### config.mk
export PLATFORM = sky130hd
export DESIGN_NAME = pin_message_parser
export DESIGN_NICKNAME = d
export VERILOG_FILES = /design/src/hw/rtl/pmp_pkg.sv /design/src/hw/rtl/pmp_decode.sv /design/src/hw/rtl/pin_message_parser.sv
export SDC_FILE = /design/constraint.sdc
export NUM_CORES = 1
export LEC_CHECK = 0
export BUFFER_PORTS_ARGS = -buffer_cell sky130_fd_sc_hd__buf_4
export CAP_MARGIN = 5
export CORE_MARGIN = 2
export CORE_UTILIZATION = 25
export DETAILED_ROUTE_END_ITERATION = 6
export GPL_ROUTABILITY_DRIVEN = 0
export PLACE_DENSITY_LB_ADDON = 0.08
export SYNTH_ARGS = -nofsm -noshare
export SYNTH_HDL_FRONTEND = slang
export SYNTH_SLANG_ARGS = --single-unit
### constraint.sdc
create_clock -name clk_i -period 3.87 [get_ports clk_i]
set_clock_uncertainty 0.2 [all_clocks]
set_input_delay 0.774 -clock clk_i [delete_from_list [all_inputs] [get_ports clk_i]]
set_output_delay 0.774 -clock clk_i [all_outputs]
set_load 0.01 [all_outputs]
### src/hw/rtl/pmp_pkg.sv
// -----------------------------------------------------------------------------
// pmp_pkg
// Types and constants of the pin message parser.
// -----------------------------------------------------------------------------
package pmp_pkg;

  typedef enum logic [2:0] {
    CMD_NONE        = 3'd0,
    CMD_ANALOG      = 3'd1,
    CMD_DIGITAL     = 3'd2,
    CMD_PINMODE     = 3'd3,
    CMD_REP_ANALOG  = 3'd4,
    CMD_REP_DIGITAL = 3'd5
  } cmd_e;

  typedef enum logic [2:0] {
    KIND_ANALOG      = 3'd0,
    KIND_DIGITAL     = 3'd1,
    KIND_PINMODE     = 3'd2,
    KIND_REP_ANALOG  = 3'd3,
    KIND_REP_DIGITAL = 3'd4,
    KIND_VERSION     = 3'd5
  } kind_e;

  localparam int unsigned EnableWidth = 5;

  // Bit positions in handler_enable
  localparam int unsigned EnAnalog     = 0;
  localparam int unsigned EnDigital    = 1;
  localparam int unsigned EnPinmode    = 2;
  localparam int unsigned EnRepAnalog  = 3;
  localparam int unsigned EnRepDigital = 4;

  // Status byte codes (channel nibble masked off below 0xF0)
  localparam logic [7:0] STAT_ANALOG      = 8'hE0;
  localparam logic [7:0] STAT_DIGITAL     = 8'h90;
  localparam logic [7:0] STAT_PINMODE     = 8'hF4;
  localparam logic [7:0] STAT_REP_ANALOG  = 8'hC0;
  localparam logic [7:0] STAT_REP_DIGITAL = 8'hD0;
  localparam logic [7:0] STAT_VERSION     = 8'hF9;
  localparam logic [3:0] SYS_NIBBLE       = 4'hF;

  typedef struct packed {
    logic [1:0] bytes_left;
    cmd_e       pending;
    logic [3:0] channel;
    logic [6:0] first_data;
  } state_t;

  // Kind sits in the lowest bits; the top level splits it off onto tuser
  typedef struct packed {
    logic [13:0] value;
    logic [6:0]  channel;
    kind_e       kind;
  } event_t;

endpackage

### src/hw/rtl/pmp_decode.sv
// -----------------------------------------------------------------------------
// pmp_decode
// Per-byte decode: next parser state and the event a byte completes, if any.
// -----------------------------------------------------------------------------
module pmp_decode (
  input  logic [7:0]                        byte_i,
  input  pmp_pkg::state_t                   state_i,
  input  logic [pmp_pkg::EnableWidth-1:0]   enable_i,
  output pmp_pkg::state_t                   state_o,
  output logic                              evt_valid_o,
  output pmp_pkg::event_t                   evt_o
);

  logic [1:0] left_dec;
  logic [7:0] key;
  logic       enabled;

  assign left_dec = state_i.bytes_left - 2'd1;
  assign key = (byte_i[7:4] == pmp_pkg::SYS_NIBBLE) ? byte_i : {byte_i[7:4], 4'h0};

  always_comb begin
    unique case (state_i.pending)
      pmp_pkg::CMD_ANALOG:      enabled = enable_i[pmp_pkg::EnAnalog];
      pmp_pkg::CMD_DIGITAL:     enabled = enable_i[pmp_pkg::EnDigital];
      pmp_pkg::CMD_PINMODE:     enabled = enable_i[pmp_pkg::EnPinmode];
      pmp_pkg::CMD_REP_ANALOG:  enabled = enable_i[pmp_pkg::EnRepAnalog];
      pmp_pkg::CMD_REP_DIGITAL: enabled = enable_i[pmp_pkg::EnRepDigital];
      default:                  enabled = 1'b0;
    endcase
  end

  always_comb begin
    state_o     = state_i;
    evt_valid_o = 1'b0;
    evt_o.kind    = pmp_pkg::KIND_VERSION;
    evt_o.channel = 7'd0;
    evt_o.value   = 14'd0;

    if ((state_i.bytes_left != 2'd0) && !byte_i[7]) begin
      // data byte of a message in progress
      state_o.bytes_left = left_dec;
      if (left_dec != 2'd0) begin
        state_o.first_data = byte_i[6:0];
      end else begin
        state_o.pending = pmp_pkg::CMD_NONE;
        evt_valid_o     = enabled;
        unique case (state_i.pending)
          pmp_pkg::CMD_ANALOG: begin
            evt_o.kind    = pmp_pkg::KIND_ANALOG;
            evt_o.channel = {3'd0, state_i.channel};
            evt_o.value   = {byte_i[6:0], state_i.first_data};
          end
          pmp_pkg::CMD_DIGITAL: begin
            evt_o.kind    = pmp_pkg::KIND_DIGITAL;
            evt_o.value   = {byte_i[6:0], state_i.first_data};
          end
          pmp_pkg::CMD_PINMODE: begin
            evt_o.kind    = pmp_pkg::KIND_PINMODE;
            evt_o.channel = state_i.first_data;
            evt_o.value   = {7'd0, byte_i[6:0]};
          end
          pmp_pkg::CMD_REP_ANALOG: begin
            evt_o.kind    = pmp_pkg::KIND_REP_ANALOG;
            evt_o.channel = {3'd0, state_i.channel};
            evt_o.value   = {7'd0, byte_i[6:0]};
          end
          default: begin
            evt_o.kind    = pmp_pkg::KIND_REP_DIGITAL;
            evt_o.channel = {3'd0, state_i.channel};
            evt_o.value   = {7'd0, byte_i[6:0]};
          end
        endcase
      end
    end else begin
      // taken as status byte; unknown codes keep the pending command
      if (byte_i[7:4] != pmp_pkg::SYS_NIBBLE) begin
        state_o.channel = byte_i[3:0];
      end
      unique case (key)
        pmp_pkg::STAT_ANALOG: begin
          state_o.bytes_left = 2'd2;
          state_o.pending    = pmp_pkg::CMD_ANALOG;
        end
        pmp_pkg::STAT_DIGITAL: begin
          state_o.bytes_left = 2'd2;
          state_o.pending    = pmp_pkg::CMD_DIGITAL;
        end
        pmp_pkg::STAT_PINMODE: begin
          state_o.bytes_left = 2'd2;
          state_o.pending    = pmp_pkg::CMD_PINMODE;
        end
        pmp_pkg::STAT_REP_ANALOG: begin
          state_o.bytes_left = 2'd1;
          state_o.pending    = pmp_pkg::CMD_REP_ANALOG;
        end
        pmp_pkg::STAT_REP_DIGITAL: begin
          state_o.bytes_left = 2'd1;
          state_o.pending    = pmp_pkg::CMD_REP_DIGITAL;
        end
        pmp_pkg::STAT_VERSION: begin
          evt_valid_o = 1'b1;
        end
        default: begin
        end
      endcase
    end
  end

endmodule

### src/hw/rtl/pin_message_parser.sv
// -----------------------------------------------------------------------------
// pin_message_parser
// Byte-serial parser for a MIDI-style pin-control stream, one event per
// completed message whose handler is enabled.
// -----------------------------------------------------------------------------
//  channel  | dir | width | contents
//  s_axis   | in  |   8   | received message byte
//  m_axis   | out | 24+3  | tdata: channel, value; tuser: event kind
//  cfg      | in  |   5   | handler enable mask
//
//  One byte per cycle unless a held event stalls it; the decode is a single
//  pass from the input beat into the event register and the parser state.
//  The event beat for an accepted byte appears in the cycle after it.
//  A held event stalls input only while m_axis_tready is low.
//  Reset clears parser state, enable mask and the event valid flag.
// -----------------------------------------------------------------------------
module pin_message_parser (
  input  logic        clk_i,
  input  logic        rst_ni,
  input  logic        s_axis_tvalid,
  output logic        s_axis_tready,
  input  logic [7:0]  s_axis_tdata,   // [7:0] in_byte
  output logic        m_axis_tvalid,
  input  logic        m_axis_tready,
  output logic [23:0] m_axis_tdata,   // [6:0] event_channel, [20:7] event_value
  output logic [2:0]  m_axis_tuser,   // [2:0] event_kind
  input  logic        cfg_we_i,
  input  logic [pmp_pkg::EnableWidth-1:0] cfg_wdata_i
);

  pmp_pkg::state_t state_q, state_d;
  pmp_pkg::event_t evt_q, evt_d;
  logic            evt_valid_d;
  logic            out_valid_q;
  logic [pmp_pkg::EnableWidth-1:0] enable_q;
  logic            s_accept;

  assign s_axis_tready = !out_valid_q || m_axis_tready;
  assign s_accept      = s_axis_tvalid && s_axis_tready;

  pmp_decode u_decode (
    .byte_i      (s_axis_tdata),
    .state_i     (state_q),
    .enable_i    (enable_q),
    .state_o     (state_d),
    .evt_valid_o (evt_valid_d),
    .evt_o       (evt_d)
  );

  always_ff @(posedge clk_i or negedge rst_ni) begin
    if (!rst_ni) begin
      enable_q <= '0;
    end else if (cfg_we_i) begin
      enable_q <= cfg_wdata_i;
    end
  end

  always_ff @(posedge clk_i or negedge rst_ni) begin
    if (!rst_ni) begin
      state_q <= '0;
    end else if (s_accept) begin
      state_q <= state_d;
    end
  end

  always_ff @(posedge clk_i or negedge rst_ni) begin
    if (!rst_ni) begin
      out_valid_q <= 1'b0;
    end else if (s_accept) begin
      out_valid_q <= evt_valid_d;
    end else if (m_axis_tready) begin
      out_valid_q <= 1'b0;
    end
  end

  // Hold payload until a new event is produced
  always_ff @(posedge clk_i) begin
    if (s_accept && evt_valid_d) begin
      evt_q <= evt_d;
    end
  end

  assign m_axis_tvalid = out_valid_q;
  assign m_axis_tdata  = {3'd0, evt_q.value, evt_q.channel};
  assign m_axis_tuser  = evt_q.kind;

endmodule

# Word level (Yosys, flattened, before mapping)

Index checks and enable logic that the tools add are counted.
Widths: inputs -> output; s select.

Memory bits (writable): 0
Bits in read-only memories: 0
Memories kept: 0
Register bits after elaboration: 46
Latch bits: 0
Output and inout port bits: 29

$mul: 0
Add/sub/neg operators: 1
Divide/modulo/power cells: 0
Reduce and logical (&&, ||, !) cells: 17
Shift-type cells: 0
$lt $le $gt $ge: 0
Bitwise gates (word level): 2
Equality and inequality tests: 14
Multiplexer cells: 13

Operators by type and width:

| cell               | count |
|---|---|
| $eq 8x8->1 const B | 6 |
| $pmux 5 s5         | 1 |
| $pmux 7 s2         | 1 |
| $pmux 3 s4         | 1 |
| $reduce_and 3->1   | 3 |
| $mux 7             | 1 |
| $eq 3x2->1 const B | 2 |
| $eq 3x3->1 const B | 2 |
| $reduce_bool 2->1  | 3 |
| $reduce_bool 6->1  | 1 |
| $mux 1             | 5 |
| $mux 5             | 1 |
| $pmux 1 s5         | 1 |
| $eq 4x4->1 const B | 1 |
| $mux 4             | 1 |
| $ne 4x4->1 const B | 1 |
| $reduce_or 2->1    | 2 |
| $eq 3x1->1 const B | 1 |
| $logic_and 1x1->1  | 3 |
| $mux 3             | 1 |
| $reduce_or 3->1    | 1 |
| $logic_not 1->1    | 2 |
| $ne 2x2->1 const B | 1 |
| $not 1->1          | 2 |
| other kinds (3)    | 3 |

# Logic depth before layout (Yosys ltp)

Word-level depth: 6
Depth in mapped cells: 6
Gate-level depth less buffers: 6

# Modules after synthesis

A second synthesis with hierarchy kept.

Cell total of the unflattened synthesis: 197
Area, all modules: 2376.0 µm²

By module, submodules not included:

| module             | area an instance (µm²) | times used | cells an instance |
|---|---|---|---|
| pin_message_parser | 1630.3                 | 1          | 77 |
| pmp_decode         | 745.7                  | 1          | 120 |

# Worst setup path before layout

Ideal clock, no wire load.

Path kind: input -> register
Start point: input s_axis_tdata[7]
End point: register evt_q, in the netlist m_axis_tdata[0] (enable)
Buffers on the path: 0
Required time: 3.232 ns
Stages: 3
Path slack: 0.360 ns
Data arrival time: 2.872 ns
Path through: nor2_1 -> nand4_1 -> o21ai_0

Cells in the longest elaborated chain, start to end: 6
Elaborated cells between the ends (all ways): 8
Classes of those cells: eq/ne: 2; mux: 3; reduce/logical: 3

RTL lines:

| what                 | line                     | source |
|---|---|---|
| start, declared      | pin_message_parser.sv:22 | `input logic [7:0] s_axis_tdata,` |
| $eq 4x4->1           | pmp_decode.sv:19         | `assign key = (byte_i[7:4] == pmp_pkg::SYS_NIBBLE) ? byte_i : {byte_i[7:4], 4'h0};` |
| $mux 4               | pmp_decode.sv:19         |  |
| $eq 8x8->1           | pmp_decode.sv:79         | `unique case (key)` |
| $mux 1               | pmp_decode.sv:79         |  |
| $mux 1 *             | pmp_decode.sv:39         | `if ((state_i.bytes_left != 2'd0) && !byte_i[7]) begin` |
| $logic_and 1x1->1 *  | pin_message_parser.sv:78 | `if (s_accept && evt_valid_d) begin` |
| end signal, assigned | pin_message_parser.sv:79 | `evt_q <= evt_d;` |
| end, declared        | pin_message_parser.sv:32 | `pmp_pkg::event_t evt_q, evt_d;` |

Every way passes the cells marked *; elsewhere a longest branch is shown, timed or not.
A chain may end at the register's enable or synchronous reset.

# Final worst setup path

Start point: register state_q[14] in the netlist's numbering
End point: register evt_q, in the netlist m_axis_tdata[20] (enable)

Cells in the longest elaborated chain, start to end: 5
Elaborated cells between the ends (all ways): 7
Classes of those cells: add/sub: 1; mux: 2; reduce/logical: 4

RTL lines:

| what                   | line                     | source |
|---|---|---|
| start, declared        | pin_message_parser.sv:31 | `pmp_pkg::state_t state_q, state_d;` |
| start signal, assigned | pin_message_parser.sv:62 | `state_q <= state_d;` |
| $sub 2x1->2            | pmp_decode.sv:18         | `assign left_dec = state_i.bytes_left - 2'd1;` |
| $reduce_bool 2->1      | pmp_decode.sv:42         | `if (left_dec != 2'd0) begin` |
| $mux 1                 | pmp_decode.sv:42         |  |
| $mux 1 *               | pmp_decode.sv:39         |  |
| $logic_and 1x1->1 *    | pin_message_parser.sv:78 |  |

Marked as above.

==> results.cfg <==
[outcome]
status = finished, final reports clean

[clock_tree]
numClockSinks = 46
cts_tree = yes
clkLatencyLatePin_ns = 0.30
cts_buffers = 5
cts_setup_buffers = 0
clockRootBuffer = clkbuf_8
cts-htree-levels = 2
clk_pin_slew_ns = 0.09
clockBufferDepth = 2
cts_resized = 0
postCtsHoldBufs = 0

[placement]
postPlaceCellArea_um2 = 2529
dp_hpwl_um = 3278
place.port_buffers = 43

[routing]
drc = 0
wirelength_um = 4630
avgViaCountPerCell = 4.375
wl_per_cell_um = 14.33
postRouteAntennaNets = 0
drt_iter0_drc = 44
vias = 1413
first_pass_iters = 4

[yosys]
ys_ff_latch = 46
netlist_instances = 171
synth.cell_area_um2 = 2092
syn_avg_cell_area_um2 = 12.23
yosysTopAreaCellShare_pct = 34.45
synth_ff_type = edfxtp_1
synth_edf_count = 24
ys_types = 40
synthArstFlopShare_pct = 47.83
yosysSeqAreaShare_pct = 60.77
synth_warnings = 0
synthTopCellsByArea = edfxtp_1 (34%), dfrtp_1 (26%), mux2_2 (10%)
yosysTopAreaCell = edfxtp_1

[run]
maxCapViolations = 0

[power_and_ir_drop]
ir_drop_uv = 155.2
leakagePower_uw = 0.001054
total_power_uw = 1311
power_density_nw_per_um2 = 501.2

[floorplanning]
start_util_pct = 25.59
die_w_um = 95.48
dieArea_um2 = 9115
io_pins = 47
rows = 33
coreArea_um2 = 8175
die_h_um = 95.48

[final_layout]
drive_gt1_share_pct = 34.40
ff_latch_area_um2 = 1271
fillCellCount = 853
num_antenna_cells = 0
syn2layout_area_growth_pct = 25.00
multi_input_area_um2 = 777.0
fin_nets = 237
final_area_um2 = 2615

[grt]
grt_pass1_wl_um = 7224
antenna_found_initial = 0
grt-ovfl-total = 0
grt_use_met3_pct = 2.451
use_met1_pct = 14.27
grt_busiest_layer = met2
grt_max_degree = 25
grt.met2_usage_pct = 16.67
grt.total_usage_pct = 10.65
grt_pass1_vias = 1388

[worst_setup_path]
rrSetupSlack_ns = 1.50
rr_startpoint = state_q[14]
cp-end-kind = register
cp.arrival_ns = 2.14
critPathRequiredTime_ns = 3.64
cp_max_fo = 24
rr_endpoint = m_axis_tdata[20]
criticalPathCategory = reg2reg
rr_worst_depth = 7
cp-start-kind = register

[sta]
slew_viol_final = 0
period_minus_slack_ns = 2.371
finalSetupViolCount = 0
slew-limit-headroom_pct = 55.43
worst_pin_slew_ns = 0.6638
rsz0062_at_grt = false
finalHoldViolCount = 0
fin_crit_sh_pct = 61.26
max_freq_ghz = 0.4218
finalSetupTns_ns = 0

[min_path]
hold_class = in2async
-- logic make-up after synthesis --
family | share of synthesized area (%)
other cells | 0.1793
xor+xnor | 1.256
compound gates | 9.570
flops | 60.77
mux | 10.71
buf+inv | 2.631
simple gates | 13.70
fa+ha+maj | 1.196
-- worst max-delay path: stages (launching register included) --
cell and delay [ns]:
dfrtp_1 0.41, inv_1 0.06, ha_1 0.15, or2_2 0.16, nand3_1 0.10, or4_1 0.56, o21ai_2 0.08, buf_4 0.32
-- per-stage QoR --
| step | setup slack, ns | std cells | util (%) | hold slack [ns] |
|---|---|---|---|---|
| final | 1.499 | 323 | 31.99 | 0.1629 |
| after global placement | 1.180 | 315 | 30.93 | 0.2913 |
| after detailed placement | 1.182 | 315 | 30.93 | 0.2934 |
| after CTS | 1.465 | 323 | 31.99 | 0.1559 |
| after floorplan | 0.3601 | 173 | - | 0.2749 |
| after global routing | 1.330 | 323 | 31.99 | 0.1687 |
-- cells in the mapped netlist (all sizes together), types with 2 or more instances --
library cell	n
nand4	2
nand2	18
xnor2	2
nand3b	2
edfxtp	24
inv	3
nor2	7
nand2b	2
o21ai	9
clkbuf	3
o211ai	2
a21oi	14
mux2	19
nand3	6
nor2b	2
ha	2
dfrtp	22
and2	11
buf	5
-- routing by layer --
| metal | vias to the layer above | wire, um |
|---|---|---|
| li1 | 705 | - |
| met1 | 670 | 2195 |
| met2 | 33 | 2200 |
| met3 | 5 | 180 |
| met4 | 0 | 54 |
| met5 | - | 0 |
-- power by group --
| group | total, uW | leakage, uW | internal, uW | switching (uW) |
|---|---|---|---|---|
| logic | 327 | 0.000512 | 158 | 169 |
| registers | 692 | 0.000496 | 603 | 89.2 |
| clock network | 292 | 0.0000452 | 128 | 164 |
-- placed cells by master, fill, tap and decap left out, drive strengths merged, types with 2 or more instances in the layout --
master,netlist,routed
buf,5,45
edfxtp,24,24
dfrtp,22,22
mux2,19,19
nand2,18,18
a21oi,14,14
and2,11,11
o21ai,9,9
nor2,7,7
nand3,6,6
clkbuf,3,6
inv,3,3
conb,1,3
nand2b,2,2
nor2b,2,2
nand4,2,2
nand3b,2,2
xnor2,2,2
o211ai,2,2
ha,2,2
clkinv,0,2
-- registers in the layout, summed over array words and instances, names as in the netlist --
signal,cells
m_axis_tvalid,1
enable_q,5
m_axis_tdata,21
m_axis_tuser,3
state_q,16
-- worst max path at each step --
stage	depth (start not counted)	startpoint	endpoint	slack [ns]
after detailed placement	6	s_axis_tdata[7]	m_axis_tdata[9]	1.18
after global routing	7	state_q[14]	m_axis_tdata[20]	1.33
after floorplan	3	s_axis_tdata[7]	m_axis_tdata[0]	0.36
after CTS	7	state_q[14]	m_axis_tdata[20]	1.47
final	7	state_q[14]	m_axis_tdata[20]	1.50
after global placement	6	s_axis_tdata[7]	m_axis_tuser[2]	1.18
-- cell type report --
class / count / area share, %
inverters: 3 / 0.4306
clock buffers: 6 / 2.775
well taps: 105 / 5.024
repair buffers: 45 / 12.92
multi-input cells: 116 / 29.71
flip-flops and latches: 46 / 48.61
clock inverters: 2 / 0.5263
No activity file was read; power rests on OpenSTA's default activity.
